## src/rtl/assert_macros.svh

```systemverilog
// Assertion macros shared by the RTL of the sprite compositor.
// Depends on nothing; the including module must provide clk_i and rst_ni.
`ifndef ASSERT_MACROS_SVH
`define ASSERT_MACROS_SVH

// Check a property on every rising clock edge outside of reset.
`define LSPC_ASSERT(lbl, prop, msg) \
  lbl: assert property (@(posedge clk_i) disable iff (!rst_ni) (prop)) else $error(msg);

// Check that a condition never holds.
`define LSPC_NEVER(lbl, cond, msg) \
  `LSPC_ASSERT(lbl, !(cond), msg)

`endif

```

## src/rtl/lspc_pkg.sv

```systemverilog
// Shared types and codes of the layered sprite pixel compositor.
// Depends on nothing; used by every module of the block.
package lspc_pkg;

  typedef enum logic [2:0] {
    CMD_DRAW      = 3'd0,
    CMD_LAYER     = 3'd1,
    CMD_PART_SIZE = 3'd2,
    CMD_PIXEL     = 3'd3,
    CMD_PALETTE   = 3'd4
  } lspc_cmd_e;

  localparam logic REG_FRAME_ACTIVE = 1'b0;
  localparam logic REG_LAYER_COUNT  = 1'b1;

  typedef struct packed {
    logic signed [15:0] pos_x;
    logic signed [15:0] pos_y;
    logic [5:0]         part;
    logic               rotate;
    logic [11:0]        start;
    logic signed [12:0] stride_x;
    logic signed [12:0] stride_y;
  } lspc_layer_t;

  typedef struct packed {
    logic part_size;
    logic pixel;
    logic palette;
  } lspc_wr_t;

  typedef struct packed {
    logic live;
    logic last;
  } lspc_ctl_t;

endpackage

```

## src/rtl/lspc_cell.sv

```systemverilog
// One layer cell of the rotating layer ring.
// Depends on lspc_pkg for the layer record.
module lspc_cell (
  input  logic                 clk_i,
  input  logic                 load_i,
  input  logic                 shift_i,
  input  lspc_pkg::lspc_layer_t wr_layer_i,
  input  lspc_pkg::lspc_layer_t nxt_layer_i,
  output lspc_pkg::lspc_layer_t layer_o
);
  import lspc_pkg::*;

  lspc_layer_t layer_q;

  // Load from the write port when idle, take the neighbor's record while drawing.
  always_ff @(posedge clk_i) begin
    if (load_i) begin
      layer_q <= wr_layer_i;
    end else if (shift_i) begin
      layer_q <= nxt_layer_i;
    end
  end

  assign layer_o = layer_q;

endmodule

```

## config.mk

```make
export PLATFORM = sky130hd
export DESIGN_NAME = lspc_cell
export DESIGN_NICKNAME = d
export VERILOG_FILES = /design/src/rtl/assert_macros.svh /design/src/rtl/lspc_pkg.sv /design/src/rtl/lspc_cell.sv
export SDC_FILE = /design/constraint.sdc
export NUM_CORES = 1
export LEC_CHECK = 0
export BUFFER_PORTS_ARGS = -buffer_cell sky130_fd_sc_hd__clkbuf_2
export CAP_MARGIN = 20
export CELL_PAD_IN_SITES_DETAIL_PLACEMENT = 0
export CELL_PAD_IN_SITES_GLOBAL_PLACEMENT = 1
export CORE_MARGIN = 5
export CORE_UTILIZATION = 24
export DETAILED_ROUTE_END_ITERATION = 7
export HOLD_SLACK_MARGIN = 0.12
export PLACE_DENSITY_LB_ADDON = 0.1
export SLEW_MARGIN = 25
export SYNTH_ARGS = -nofsm -noshare
export SYNTH_HDL_FRONTEND = slang
export SYNTH_SLANG_ARGS = --single-unit
```

## constraint.sdc

```tcl
create_clock -name clk_i -period 4.9 [get_ports clk_i]
set_input_delay 0.98 -clock clk_i [delete_from_list [all_inputs] [get_ports clk_i]]
set_output_delay 0.98 -clock clk_i [all_outputs]
set_load 0.01 [all_outputs]
```

Word level (Yosys, flattened, before mapping)
Cells that the tools add are included.
{ "classes": {"mux": 2, "n_reduce_logical": 1} }
{ "ops": {"columns": ["op", "count"], "rows": [
  ["$mux 77", 2],
  ["$reduce_bool 2->1", 1]
]} }
{ "totals": {"reg_bits": 77, "inputBits": 157, "out_inout_bits": 77, "elab_cells": 10} }

Depth between registers and ports, before layout
{ "logic_depth": {"word_depth": 2, "ltp_mapped": 4, "mapped_depth_nobuf": 1} }

Worst setup path after synthesis
Ideal clock, no wire load.
{ "synth_path": {"path_type": "input to register", "start": "input port load_i", "end": "register layer_q, in the netlist layer_o[0] (enable)", "setup_ns": 0.440, "arrival_ns": 3.093, "required_time_ns": 4.460, "setup_slack_ns": 1.367, "stages": 4, "path_buffers": 3, "cell_sequence": "buf_6 -> buf_6 -> buf_6 -> or2_1"} }
{ "synth_via": {"elab_chain_cells": 1} }
{ "synth_lines": {"columns": ["item", "line_no", "rtl"], "rows": [
  ["from (decl)", "lspc_cell.sv:5", "input logic load_i,"],
  ["$reduce_bool 2->1 (no line)", null, null],
  ["to (signal assigned)", "lspc_cell.sv:18", "layer_q <= wr_layer_i;"],
  ["to (signal assigned)", "lspc_cell.sv:20", "layer_q <= nxt_layer_i;"],
  ["to (decl)", "lspc_cell.sv:13", "lspc_layer_t layer_q;"]
]} }
No other way between the ends.
A chain may end at the register's enable or synchronous reset.

Final worst setup path
{ "layout_path": {"start": "input port load_i", "end": "register layer_q, in the netlist layer_o[75] (data pin)"} }
{ "layout_via": {"elab_chain_cells": 1} }
{ "layout_lines": {"columns": ["item", "line_no", "rtl"], "rows": [
  ["$mux 77", "lspc_cell.sv:17", "if (load_i) begin"]
]} }
No other way between the ends.

==> results by group <==
Clock tree
  • Clk sinks: 77
  • H-Tree Depth: 3
  • CTS Hold Bufs: 0
  • Clock buffer depth: 2
  • CTS Buf Count: 9
  • Clock slew at reported path FFs: 60 ps
  • Setup Buffers After CTS: 0
  • CTS root buf: clkbuf_16
  • CTS tree: yes
  • Post-CTS sizing: 0

Global routing
  • Vias in the first global route: 2549
  • GR Overflow Total: 0
  • Largest net degree at the start of global routing: 42
  • First-pass GRT wire length: 13.7 mm
  • Initial antenna violation count: 0
  • GRT Resource Usage Total: 0.112

Placed design
  • Routability cong.: 0.719
  • Setup WS pre-CTS: 2160 ps
  • I/O Buffers: 233
  • Placed Cells: 570
  • DP HPWL: 7.55 mm

Synth
  • Cells after Synth: 164
  • Yosys warning total: 0
  • Net Count, Synth: 321
  • Area leader, netlist: edfxtp_1
  • Syn Area/Cell: 20.3 µm²
  • Synth Cell Area: 3330 µm²
  • Synth cell types: 6
  • Sequential fraction of the synthesis area: 0.695
  • Top cell type's share of synthesized area: 0.695
  • #FFs+latches synth: 77
  • Top post-synthesis cells by area: edfxtp_1, mux2_2, mux2_4, buf_6, buf_2

Floorplan
  • Core area: 13700 µm²
  • Core Rows: 43
  • Initial core utilization: 0.242
  • Chip height: 128 µm
  • Die X: 128 µm
  • IO Count: 234
  • Die area: 16300 µm²

Min path
  • Hold Path Class: primary input to flip-flop
  • Worst Hold Depth: 2

Worst setup path
  • Critical Path AT: 2440 ps
  • CP endpoint kind: flip-flop
  • Critical Path Fanout Max: 40
  • Critical Path Source Type: primary input
  • Crit-path cells: buf_4, buf_4, mux2_2
  • Worst endpoint required time: 4980 ps
  • Worst path most repeated cell: buf_4
  • Slowest cell on the critical path: buf_4
  • Crit path to: layer_o[75]
  • CP max stage delay: 610 ps
  • CP startpoint: load_i
  • Critical path start-end classification: primary input to flip-flop

STA
  • Final cycle utilization of the critical path: 0.482
  • Max Freq: 0.424 GHz
  • Final hold vios: 0
  • Tmin final: 2360 ps
  • Worst slew pin tran: 622 ps
  • RSZ-0062 raised after global routing: false
  • Setup TNS: 0 ps
  • Max Slew Vio Count: 0
  • Final setup viols: 0
  • Max-slew headroom: 0.586
  • Worst setup margin: 2540 ps

Layout
  • Post-layout nets: 558
  • Max reg flops: 77
  • N_diodes: 0
  • Layout cell share with drive strength beyond 1: 0.796
  • Final Instance Count excl. Fillers: 586
  • Fill cells: 1401
  • Most frequent cells in the layout: clkbuf_2, edfxtp_1, mux2_2
  • Final core utilization: 0.360
  • Commonest non-fill, non-tap cell in the layout: clkbuf_2
  • Area Overhead vs Synth: 48.3%

Power
  • Maximum vdd ir drop: 129 µV
  • Pwr Density: 340 nW/µm²
  • Lkg Pwr: 0.00228 µW
  • Overall Power: 1680 µW

Detailed routing
  • Vias: 2366
  • Average routed wire per standard cell: 16.3 µm
  • DR iter-0 viols: 94
  • Final WL: 9.54 mm
  • Remaining DRCs: 0
  • Drt pass-1 iters: 4
  • Antenna viol nets, final: 0
  • DR vias/cell: 4.04

Status
  • Status: complete, no violations

Run
  • MaxCap Viol Count: 0
layout make-up:
cell class                 instances  area [µm²]  area share
clock inverter                     3        12.5     0.00254
tap                              180         225      0.0457
clock buffer                      13         240      0.0487
multi-input combinational         78         947       0.192
sequential                        77        2310       0.469
timing repair buffer             235        1200       0.242
worst min-delay path by stage:
stage	slack (ps)	start	to
after floorplan	1200	wr_layer_i[55]	layer_o[55]
after detailed placement	1280	nxt_layer_i[71]	layer_o[71]
after global routing	930	nxt_layer_i[19]	layer_o[19]
after global placement	1280	wr_layer_i[18]	layer_o[18]
after CTS	930	nxt_layer_i[71]	layer_o[71]
final	950	nxt_layer_i[15]	layer_o[15]
logic make-up after synthesis:
family        share of synthesized area
flops                             0.695
buf+inv                          0.0211
mux                               0.282
simple gates                    0.00188
per-layer routing:
metal,global-route usage,wire [µm]
met5,0,0
met4,0.0687,326
met3,0.0446,969
met2,0.193,4840
met1,0.114,3400
report_power, final:
| part | internal, µW | leakage [µW] | switching, µW | total [µW] |
|---|---|---|---|---|
| registers | 810 | 0.000785 | 20.1 | 830 |
| clock network | 339 | 0.000123 | 242 | 581 |
| logic | 143 | 0.00137 | 124 | 267 |
| total | 1290 | 0.00228 | 386 | 1680 |
cell usage after synthesis (all sizes together):
| cell type | instances |
|---|---|
| buf | 9 |
| mux2 | 77 |
| edfxtp | 77 |
| or2 | 1 |
metrics by stage:
step | hold WS, ps | cell area, µm²
6_report | 947 | 4930
3_3_place_gp | 1280 | 4660
2_1_floorplan | 1200 | 3330
5_1_grt | 929 | 4930
4_1_cts | 928 | 4930
3_5_place_dp | 1280 | 4680
worst max-delay path, delay by kind of cell:
| family | cells | cell delay (ps) |
|---|---|---|
| buf+inv | 2 | 1020 |
| mux | 1 | 400 |
Note: power is estimated with default switching activity, not from simulation.
